===== src/rtl/core/assert_macros.svh =====
// ----------------------------------------------------------------------------
// assert_macros.svh
// concurrent assertion helpers, compiled out when SYNTH is defined
// ----------------------------------------------------------------------------
`ifndef ASSERT_MACROS_SVH
`define ASSERT_MACROS_SVH

`ifndef SYNTH

// property checked at every rising edge outside reset
`define ASSERT_RST(lbl, clk, rst_n, prop) \
  lbl: assert property (@(posedge clk) disable iff (!rst_n) prop) \
    else $error("assertion %m failed");

// property checked at every rising edge, reset included
`define ASSERT_ALWAYS(lbl, clk, prop) \
  lbl: assert property (@(posedge clk) prop) \
    else $error("assertion %m failed");

`else

`define ASSERT_RST(lbl, clk, rst_n, prop)
`define ASSERT_ALWAYS(lbl, clk, prop)

`endif

`endif


===== src/rtl/core/desc_pkg.sv =====
`timescale 1ns / 1ps
// ----------------------------------------------------------------------------
// desc_pkg
// types, constants and move arithmetic for the dual encoder step counter
// ----------------------------------------------------------------------------
package desc_pkg;

  // field widths
  localparam int ButtonW = 8;
  localparam int EncW    = 4;
  localparam int CountW  = 10;
  localparam int StepW   = 3;

  // parameter defaults
  localparam int NumButtonsDef  = 8;
  localparam int HistoryBitsDef = 16;

  // debounce pattern: released samples, then four pressed samples
  localparam logic [31:0] PressPattern = 32'h0000_000F;

  // reset values
  localparam logic [CountW-1:0] LimitReset = 10'd1023;
  localparam logic [StepW-1:0]  StepReset  = 3'd1;

  typedef logic [CountW-1:0] count_t;
  typedef logic [StepW-1:0]  step_t;
  typedef logic [1:0]        enc_pair_t;

  // active-high encoder line codes
  localparam enc_pair_t EncIdle = 2'b11;
  localparam enc_pair_t EncUp   = 2'b01;
  localparam enc_pair_t EncDown = 2'b10;

  // one encoder move applied to the count, saturating at zero and the limit
  function automatic count_t apply_move(enc_pair_t prev, enc_pair_t curr,
                                        step_t step, count_t cnt,
                                        count_t limit);
    logic [CountW:0] sum;
    count_t          res;
    sum = {1'b0, cnt} + {{(CountW + 1 - StepW){1'b0}}, step};
    res = cnt;
    if (prev == EncIdle && curr == EncUp) begin
      if (sum >= {1'b0, limit}) begin
        res = limit;
      end else begin
        res = sum[CountW-1:0];
      end
    end else if (prev == EncIdle && curr == EncDown) begin
      if ({{(CountW - StepW){1'b0}}, step} >= cnt) begin
        res = '0;
      end else begin
        res = cnt - {{(CountW - StepW){1'b0}}, step};
      end
    end
    return res;
  endfunction

endpackage


===== src/rtl/core/dual_encoder_step_counter.sv =====
`timescale 1ns / 1ps
// ----------------------------------------------------------------------------
// dual_encoder_step_counter
// debounced button step select and saturating two-encoder up/down count
// ----------------------------------------------------------------------------
//
//  channel  | direction | handshake          | payload
//  ---------+-----------+--------------------+------------------------------------
//  in_      | input     | in_valid/in_stall   | in_button_levels, in_encoder_levels
//  out_     | output    | out_valid/out_stall | out_count_value, out_step_now
//  cfg_     | input     | cfg_wr_en           | cfg_wr_data (count limit)
//
//  one transaction per cycle sustained while out_stall is low; the input is
//  registered first, then the result loads into the output or skid register
//  all per-item work (history shift, step select, two moves) sits in one stage
//  synchronous active-low reset clears histories, step (to one), count,
//  encoder sample and the limit (to 1023)
//  a skid register holds one extra result while out_stall is high, so input
//  stalls only once that skid register is full
//
module dual_encoder_step_counter
  import desc_pkg::*;
#(
  parameter int NUM_BUTTONS  = NumButtonsDef,
  parameter int HISTORY_BITS = HistoryBitsDef
) (
  input  logic                clk,
  input  logic                rst_n,
  // input channel
  input  logic                in_valid,
  output logic                in_stall,
  input  logic [ButtonW-1:0]  in_button_levels,
  input  logic [EncW-1:0]     in_encoder_levels,
  // result channel
  output logic                out_valid,
  input  logic                out_stall,
  output logic [CountW-1:0]   out_count_value,
  output logic [StepW-1:0]    out_step_now,
  // configuration
  input  logic                cfg_wr_en,
  input  logic [CountW-1:0]   cfg_wr_data
);

  // input register
  logic                in_valid_r;
  logic [ButtonW-1:0]  button_r;
  logic [EncW-1:0]     enc_r;

  // block state
  logic [HISTORY_BITS-1:0] hist_r   [NUM_BUTTONS];
  logic [HISTORY_BITS-1:0] hist_nxt [NUM_BUTTONS];
  logic [EncW-1:0]         last_enc_r;
  step_t                   step_r, step_nxt;
  count_t                  count_r, count_nxt;
  count_t                  limit_r;

  // output and skid registers
  logic   out_valid_r, skid_valid_r;
  count_t out_count_r, skid_count_r;
  step_t  out_step_r, skid_step_r;

  logic            move;
  logic            out_free;
  logic [EncW-1:0] enc_now;
  count_t          count_mid;

  assign in_stall = in_valid_r & skid_valid_r;
  assign move     = in_valid_r & ~skid_valid_r;
  assign out_free = ~out_valid_r | ~out_stall;

  // input register, holds while stalled
  always_ff @(posedge clk) begin
    if (!rst_n) begin
      in_valid_r <= 1'b0;
    end else if (!in_stall) begin
      in_valid_r <= in_valid;
    end
  end

  always_ff @(posedge clk) begin
    if (!in_stall) begin
      button_r <= in_button_levels;
      enc_r    <= in_encoder_levels;
    end
  end

  // history shift and highest debounced button
  always_comb begin
    step_nxt = step_r;
    for (int i = 0; i < NUM_BUTTONS; i++) begin
      hist_nxt[i] = {hist_r[i][HISTORY_BITS-2:0], ~button_r[i]};
      if (hist_nxt[i] == PressPattern[HISTORY_BITS-1:0]) begin
        step_nxt = StepW'(i);
      end
    end
  end

  // encoder one, then encoder two
  assign enc_now   = ~enc_r;
  assign count_mid = apply_move(last_enc_r[1:0], enc_now[1:0], step_nxt, count_r,
                                limit_r);
  assign count_nxt = apply_move(last_enc_r[3:2], enc_now[3:2], step_nxt, count_mid,
                                limit_r);

  // state update on each transaction
  always_ff @(posedge clk) begin
    if (!rst_n) begin
      for (int i = 0; i < NUM_BUTTONS; i++) begin
        hist_r[i] <= '0;
      end
      last_enc_r <= '0;
      step_r     <= StepReset;
      count_r    <= '0;
    end else if (move) begin
      for (int i = 0; i < NUM_BUTTONS; i++) begin
        hist_r[i] <= hist_nxt[i];
      end
      last_enc_r <= enc_now;
      step_r     <= step_nxt;
      count_r    <= count_nxt;
    end
  end

  // limit register
  always_ff @(posedge clk) begin
    if (!rst_n) begin
      limit_r <= LimitReset;
    end else if (cfg_wr_en) begin
      limit_r <= cfg_wr_data;
    end
  end

  // output register with skid stage
  always_ff @(posedge clk) begin
    if (!rst_n) begin
      out_valid_r  <= 1'b0;
      skid_valid_r <= 1'b0;
    end else if (out_free) begin
      out_valid_r  <= skid_valid_r | move;
      skid_valid_r <= 1'b0;
    end else if (move) begin
      skid_valid_r <= 1'b1;
    end
  end

  always_ff @(posedge clk) begin
    if (out_free) begin
      if (skid_valid_r) begin
        out_count_r <= skid_count_r;
        out_step_r  <= skid_step_r;
      end else begin
        out_count_r <= count_nxt;
        out_step_r  <= step_nxt;
      end
    end else if (move) begin
      skid_count_r <= count_nxt;
      skid_step_r  <= step_nxt;
    end
  end

  assign out_valid       = out_valid_r;
  assign out_count_value = out_count_r;
  assign out_step_now    = out_step_r;

  // checks
  `include "assert_macros.svh"

  `ASSERT_RST(a_skid_needs_out, clk, rst_n, skid_valid_r |-> out_valid_r)
  `ASSERT_RST(a_move_fills_out, clk, rst_n, (move && !out_valid_r) |=> out_valid_r)
  `ASSERT_RST(a_count_holds, clk, rst_n, !move |=> $stable(count_r))
  `ASSERT_RST(a_skid_on_stall, clk, rst_n, $rose(skid_valid_r) |-> $past(out_valid_r && out_stall))

endmodule

===== config.mk =====
export PLATFORM = sky130hd
export DESIGN_NAME = dual_encoder_step_counter
export DESIGN_NICKNAME = d
export VERILOG_FILES = /design/src/rtl/core/desc_pkg.sv /design/src/rtl/core/dual_encoder_step_counter.sv
export VERILOG_INCLUDE_DIRS = /design/src /design/src/rtl/core
export SDC_FILE = /design/constraint.sdc
export NUM_CORES = 1
export LEC_CHECK = 0
export ABC_AREA = 1
export BUFFER_PORTS_ARGS = -buffer_cell sky130_fd_sc_hd__clkbuf_2
export CORE_ASPECT_RATIO = 0.75
export CORE_MARGIN = 2
export CORE_UTILIZATION = 51
export CTS_BUF_LIST = sky130_fd_sc_hd__clkbuf_8
export DETAILED_ROUTE_END_ITERATION = 12
export PLACE_DENSITY = 0.77
export SLEW_MARGIN = 20
export SYNTH_ARGS = -nofsm -noshare
export SYNTH_HDL_FRONTEND = slang
export SYNTH_SLANG_ARGS = --single-unit

===== constraint.sdc =====
create_clock -name clk -period 6.6 [get_ports clk]
set_input_delay 0.66 -clock clk [delete_from_list [all_inputs] [get_ports clk]]
set_output_delay 0.66 -clock clk [all_outputs]
set_load 0.005 [all_outputs]

==> reports/results.ini, run 1 <==
[timing]
finalCriticalPeriod_ns = 6.62
fmax_mhz = 151
rsz0062_at_grt = true
layout_setup_ws_ns = -0.0174
slew_violations = 0
setup_violations = 3
skew_ns = 0.0126
hold_ws_ns = 0.358
period_share_pct = 100
hold_viol = 0
max_slew_margin_pct = 22.1
tightest_slew_ns = 1.16

[worst_setup_path]
crit_family = simple AND/OR/NAND/NOR gates
crit_path_frequent_cell = nand2_1
slowest_delay_ns = 0.39
critical_path_buf_inv_count = 7
end_kind = flop
crit_required_ns = 6.84
arrival_ns = 6.86
critPathLaunchType = flop
crit_type = flop to flop
crit_path_max_fanout = 7
cp_slowest_cell = edfxtp_1

[final_layout]
layout.nets = 1233
diodes = 0
final_cell_mix = nand2_1 (255), inv_1 (177), edfxtp_1 (158)
synthToLayoutAreaGrowth_pct = 15.7
fin_cells = 1429
mostFrequentLayoutCell = nand2_1
drive_gt1_share_pct = 19.5
final_util_pct = 60.2

[clock_tree]
cts.path.max_buffers = 2
cts_root_buffer = clkbuf_8
clkSinkCount = 188
path_clk_slew_ns = 0.10
ctsHtreeMaxLevel = 4
cts_made_buffers = 17
cts_tree = yes
hold_buffers = 0
clk_latency_ns = 0.47

[global_route]
grt_pass1_wl_um = 33600
antenna_found_initial = 0
grt_usage_pct = 21.6
overflow = 0
grt_pass1_vias = 6769
grt_max_degree = 98

[placement]
gp_congestion = 0.982
hpwlAfterDp_um = 14400
place_inst = 1374
port_buffers = 41

[floorplanning]
die-area_um2 = 20000
start_util_pct = 52.0
pin_count = 42
die_h_um = 123
core_um2 = 18500
rows = 43
die_w_um = 163

[power_and_ir_drop]
p_seq_share_pct = 61.6
leakage_nw = 5.12
combinationalPowerShare_pct = 5.9
power_mw = 2.25
p_per_area_nw_per_um2 = 202
netSwitchingFraction_pct = 24.5
ir_drop_uv = 116
pwr-share-clk_pct = 32.6
switching_power_mw = 0.552
internal-power_mw = 1.70

[routing]
dr_total_vias = 7378
drc = 0
ant_nets = 0
drt_iter0_markers = 887
drt_first_pass_iters = 8
totalWireLength_um = 21100
wl_per_cell_um = 14.7
via_per_inst = 5.16

[synthesis]
syn-num-nets = 1144
ys_warn_count = 0
synthCells = 1080
syn_area_um2 = 9630
async_reset_ff_share_pct = 0
synth-edff-count = 158
synth_seq_cells = 188
syn_area_per_cell_um2 = 8.92
yosysSeqAreaShare_pct = 55.5
synth_flop_cell = edfxtp_1
synth_cell_types = 40

[run_status]
failed_checks = negative setup slack
status = finished with violations

[flow_run]
cap_violations = 0

[worst_hold_path]
min_path_type = input port to flop

-- timing repair --
action	in CTS	in global routing
endpoints found under the setup margin	30	30
pin swaps	15	38
buffers inserted	9	12
gates cloned	2	0
resized for setup	28	50
-- worst register-to-register path, delay by kind of cell (launching register included) --
| kind | cells | cell delay [ns] |
|---|---|---|
| simple gates | 28 | 2.62 |
| flops | 1 | 0.39 |
| fa+ha+maj | 5 | 1.36 |
| compound gates | 9 | 1.32 |
| xor+xnor | 1 | 0.15 |
| buf+inv | 7 | 0.52 |
-- layout make-up --
cell class,instances,area (µm²)
clock buffer,17,234
inverter,192,726
fill,1533,7370
sequential,188,5350
timing repair buffer,95,614
clock inverter,15,136
tap,247,309
multi-input combinational,675,3780
-- kinds of logic (layout without fill, tap and decap cells) --
kind of cell,after synthesis,after routing,synth area share (%)
compound gates,62,63,3.70
xor+xnor,14,14,1.27
fa+ha+maj,37,37,5.12
buf+inv,219,319,8.82
flops,188,188,55.5
simple gates,560,561,25.6
-- registers in the layout (all words and copies together) (netlist names) --
name	cells
last_enc_r	4
out_valid	1
out_count_value	10
skid_count_r	10
button_r	8
step_r	3
skid_step_r	3
count_r	10
skid_valid_r	1
enc_r	4
in_valid_r	1
out_step_now	3
limit_r	10
hist_r	120
-- metal layers --
| layer | part of all wire (%) | global-route usage (%) | vias up |
|---|---|---|---|
| met5 | 0 | 0 | - |
| met2 | 44 | 32.0 | 259 |
| met4 | 1.9 | 7.08 | 0 |
| li1 | - | - | 3669 |
| met1 | 47 | 31.9 | 3417 |
| met3 | 7.2 | 4.80 | 33 |
-- metrics by stage --
| step | TNS [ns] | area [µm²] | setup WS, ns |
|---|---|---|---|
| finish | -0.0338 | 11100 | -0.0174 |
| global route | -8.92 | 11100 | -0.397 |
| CTS | 0 | 10800 | 0.00956 |
| detailed placement | -6.94 | 10300 | -0.312 |
| global placement | -0.560 | 10300 | -0.0657 |
| floorplan | 0 | 9630 | 0.189 |
-- path summary, 6_finish.rpt --
kind / startpoint / to / slack, ns / cells after the start
hold reg to reg: enc_r[1] / last_enc_r[1] / 0.47 / 1
setup / recovery: hist_r[0][24] / out_count_value[6] / -0.02 / 50
setup reg to reg: hist_r[0][24] / out_count_value[6] / -0.02 / 50
hold / removal: in_button_levels[4] / button_r[4] / 0.36 / 1
-- power groups by stage --
stage / clock (mW) / combinational, mW / sequential, mW
2_1_floorplan: 0 / 0.0840 / 1.40
3_3_place_gp: 0 / 0.120 / 1.41
3_5_place_dp: 0 / 0.124 / 1.41
4_1_cts: 0.747 / 0.128 / 1.38
5_1_grt: 0.797 / 0.150 / 1.39
6_report: 0.733 / 0.132 / 1.39
-- cells in the mapped netlist, drive strengths merged (13+ instances only) --
cell type  number  area (µm²)
a21oi          21         105
clkbuf         20        75.1
nand2         290        1150
nand3          62         325
nor4           27         169
xor2           13         114
dfxtp          30         601
nor2          145         594
inv           190         713
edfxtp        158        4740
nand4          22         138
o21ai          29         164
ha             33         413
Power figures use the tool's default switching activity.
==> run 2: changes to the inputs <==
Settings changed: ABC_AREA 1 to default, CTS_CLUSTER_SIZE from default to 20, SLEW_MARGIN 20 to default.
==> run 2 against run 1 <==
Against the previous run: the run still ends with negative setup slack left; via count shrank 8.2%; power up 1.3%; synthesized cell count shrank 29%; largest power group unchanged; highest routed layer unchanged.
==> reports/results.ini, run 2 <==
[worst_setup_path]
crit_path_frequent_cell = ha_1
crit_path_max_fanout = 7
ff2ff_setup_slack_ns = -0.84
crit_type = flop to flop
arrival_ns = 7.68
end_kind = flop
reg2reg_depth = 32
slowest_delay_ns = 0.42
reg2reg_to = out_count_value[6]
reg2reg_from = button_r[2]
critPathLaunchType = flop
cp_slowest_cell = edfxtp_1
crit_required_ns = 6.84
endpoint = out_count_value[6]
startpoint = button_r[2]

[worst_hold_path]
min_path_type = input port to flop
min_from = in_button_levels[1]

[floorplanning]
die-area_um2 = 19400
rows = 42
core_um2 = 17800
die_h_um = 121
start_util_pct = 52.6
die_w_um = 160
pin_count = 42

[final_layout]
final_cell_mix = edfxtp_1 (158), buf_4 (123), and3_1 (89)
drive_gt1_share_pct = 29.8
final_util_pct = 63.1
top_register = hist_r
multi_input_area_um2 = 3930
fin_cells = 1161
final-seq-area_um2 = 5350
synthToLayoutAreaGrowth_pct = 20.0
layout.nets = 970
diodes = 0
largest_register_ffs = 120
mostFrequentLayoutCell = edfxtp_1
nFillCells = 1380
final_cell_area_um2 = 11200

[synthesis]
async_reset_ff_share_pct = 0
yosysTopAreaCell = edfxtp_1
syn_area_um2 = 9340
synth_top_cell_area_share_pct = 50.8
synthTopCellsByCount = edfxtp_1 (158), and3_1 (89), nand2_1 (49), clkbuf_1 (34)
syn-num-nets = 834
synth-edff-count = 158
syn_area_per_cell_um2 = 12.1
synth_flop_cell = edfxtp_1
yosysSeqAreaShare_pct = 57.3
synthCells = 770
synth_cell_types = 73
synth_seq_cells = 188
ys_warn_count = 0
synth_most_common_cell = edfxtp_1
synthTopCellsByArea = edfxtp_1 (51%), dfxtp_1 (6.4%), and3_1 (6.0%)

[clock_tree]
clkSinkCount = 188
cts_root_buffer = clkbuf_8
ctsHtreeMaxLevel = 4
hold_buffers = 0
cts_tree = yes
cts_made_buffers = 17
clk_latency_ns = 0.48
cts.path.max_buffers = 2
path_clk_slew_ns = 0.10

[routing]
via_per_inst = 5.83
drt_iter0_markers = 715
totalWireLength_um = 21900
ant_nets = 0
drt_first_pass_iters = 5
dr_total_vias = 6774
wl_per_cell_um = 18.9
drc = 0

[timing]
period_share_pct = 113
rsz0062_at_grt = true
setup_violations = 30
layout_setup_ws_ns = -0.840
slew_violations = 0
skew_ns = 0.0176
fmax_mhz = 134
max_slew_margin_pct = 23.3
finalCriticalPeriod_ns = 7.44
hold_viol = 0
tightest_slew_ns = 1.15

[placement]
dp_slack_ns = -0.995
place_area_um2 = 10500
hpwlAfterDp_um = 15100
place_inst = 1110
gp_congestion = 0.924
port_buffers = 41

[global_route]
grt_pass1_vias = 6408
grt_max_degree = 132
antenna_found_initial = 0
grt_usage_pct = 23.2
grt_pass1_wl_um = 34700
overflow = 0

[run_status]
status = finished with violations
failed_checks = negative setup slack

[power_and_ir_drop]
p_per_area_nw_per_um2 = 204
ir_drop_uv = 120
power_mw = 2.28
leakage_nw = 4.97

[flow_run]
cap_violations = 0

[run 2: changes by cell type after synthesis, sizes merged, moves of 10 or more]
cell,change
o211ai,+13
nand3,-45
nand2,-240
and2,+30
mux2,+13
o21ai,-12
inv,-165
xnor2,+17
nor2,-119
clkbuf,+14
and3,+89
nor4b,+11
a22o,+10
[run 2: power breakdown]
| group | switching (mW) | leakage, nW | internal [mW] | total (mW) |
|---|---|---|---|---|
| clock | 0.432 | 0.190 | 0.294 | 0.727 |
| combinational | 0.0926 | 2.88 | 0.0673 | 0.160 |
| sequential | 0.0399 | 1.89 | 1.35 | 1.39 |
[run 2: stage by stage]
stage,hold slack [ns],TNS [ns]
floorplan,0.425,-4.33
global placement,0.449,-18.21
detailed placement,0.454,-26.31
CTS,0.337,-18.29
global route,0.340,-32.27
finish,0.356,-21.65
[run 2: worst min-delay path by stage]
stage / endpoint / slack (ns) / depth (start not counted)
after floorplan: step_r[1] / 0.42 / 2
after global placement: step_r[1] / 0.45 / 2
after detailed placement: step_r[1] / 0.45 / 2
after CTS: button_r[0] / 0.34 / 1
after global routing: button_r[1] / 0.34 / 1
final: button_r[1] / 0.36 / 1
[run 2: final cells by class]
| cell class | count | area share, % |
|---|---|---|
| clock buffers | 20 | 2.46 |
| clock inverters | 12 | 0.782 |
| inverters | 25 | 0.860 |
| multi-input cells | 508 | 35.1 |
| flip-flops and latches | 188 | 47.7 |
| well taps | 242 | 2.70 |
| repair buffers | 166 | 10.4 |
[run 2: what timing repair did]
action / in CTS / in global routing
endpoints found under the setup margin: 30 / 30
gates resized for setup: 24 / 12
pin swaps: 24 / 22
endpoints found under the hold margin: 0 / 0
buffers inserted: 16 / 4
[run 2: per-layer routing]
| layer | vias up | global-route usage, % | share of wire (%) |
|---|---|---|---|
| met5 | - | 0 | 0 |
| met4 | 0 | 5.69 | 0.67 |
| met3 | 14 | 5.37 | 8.4 |
| met2 | 261 | 31.5 | 41 |
| met1 | 3305 | 37.2 | 50 |
| li1 | 3194 | - | - |
[run 2: logic make-up after synthesis]
| family | after synthesis | synth area share, % |
|---|---|---|
| muxes | 20 | 2.32 |
| adders and majority gates | 37 | 5.28 |
| DFF | 188 | 57.3 |
| and+or+nand+nor | 305 | 19.2 |
| AOI/OAI and AO/OA | 117 | 9.74 |
| buffers and inverters | 74 | 3.47 |
| xor gates and xnor gates | 29 | 2.72 |
[run 2: worst max-delay path: cells and delay by family (launching register included)]
kind | cells | cell delay (ns)
buffers and inverters | 4 | 0.54
DFF | 1 | 0.42
AOI/OAI and AO/OA | 15 | 2.97
adders and majority gates | 4 | 1.34
xor gates and xnor gates | 2 | 0.41
and+or+nand+nor | 5 | 1.03
muxes | 2 | 0.48
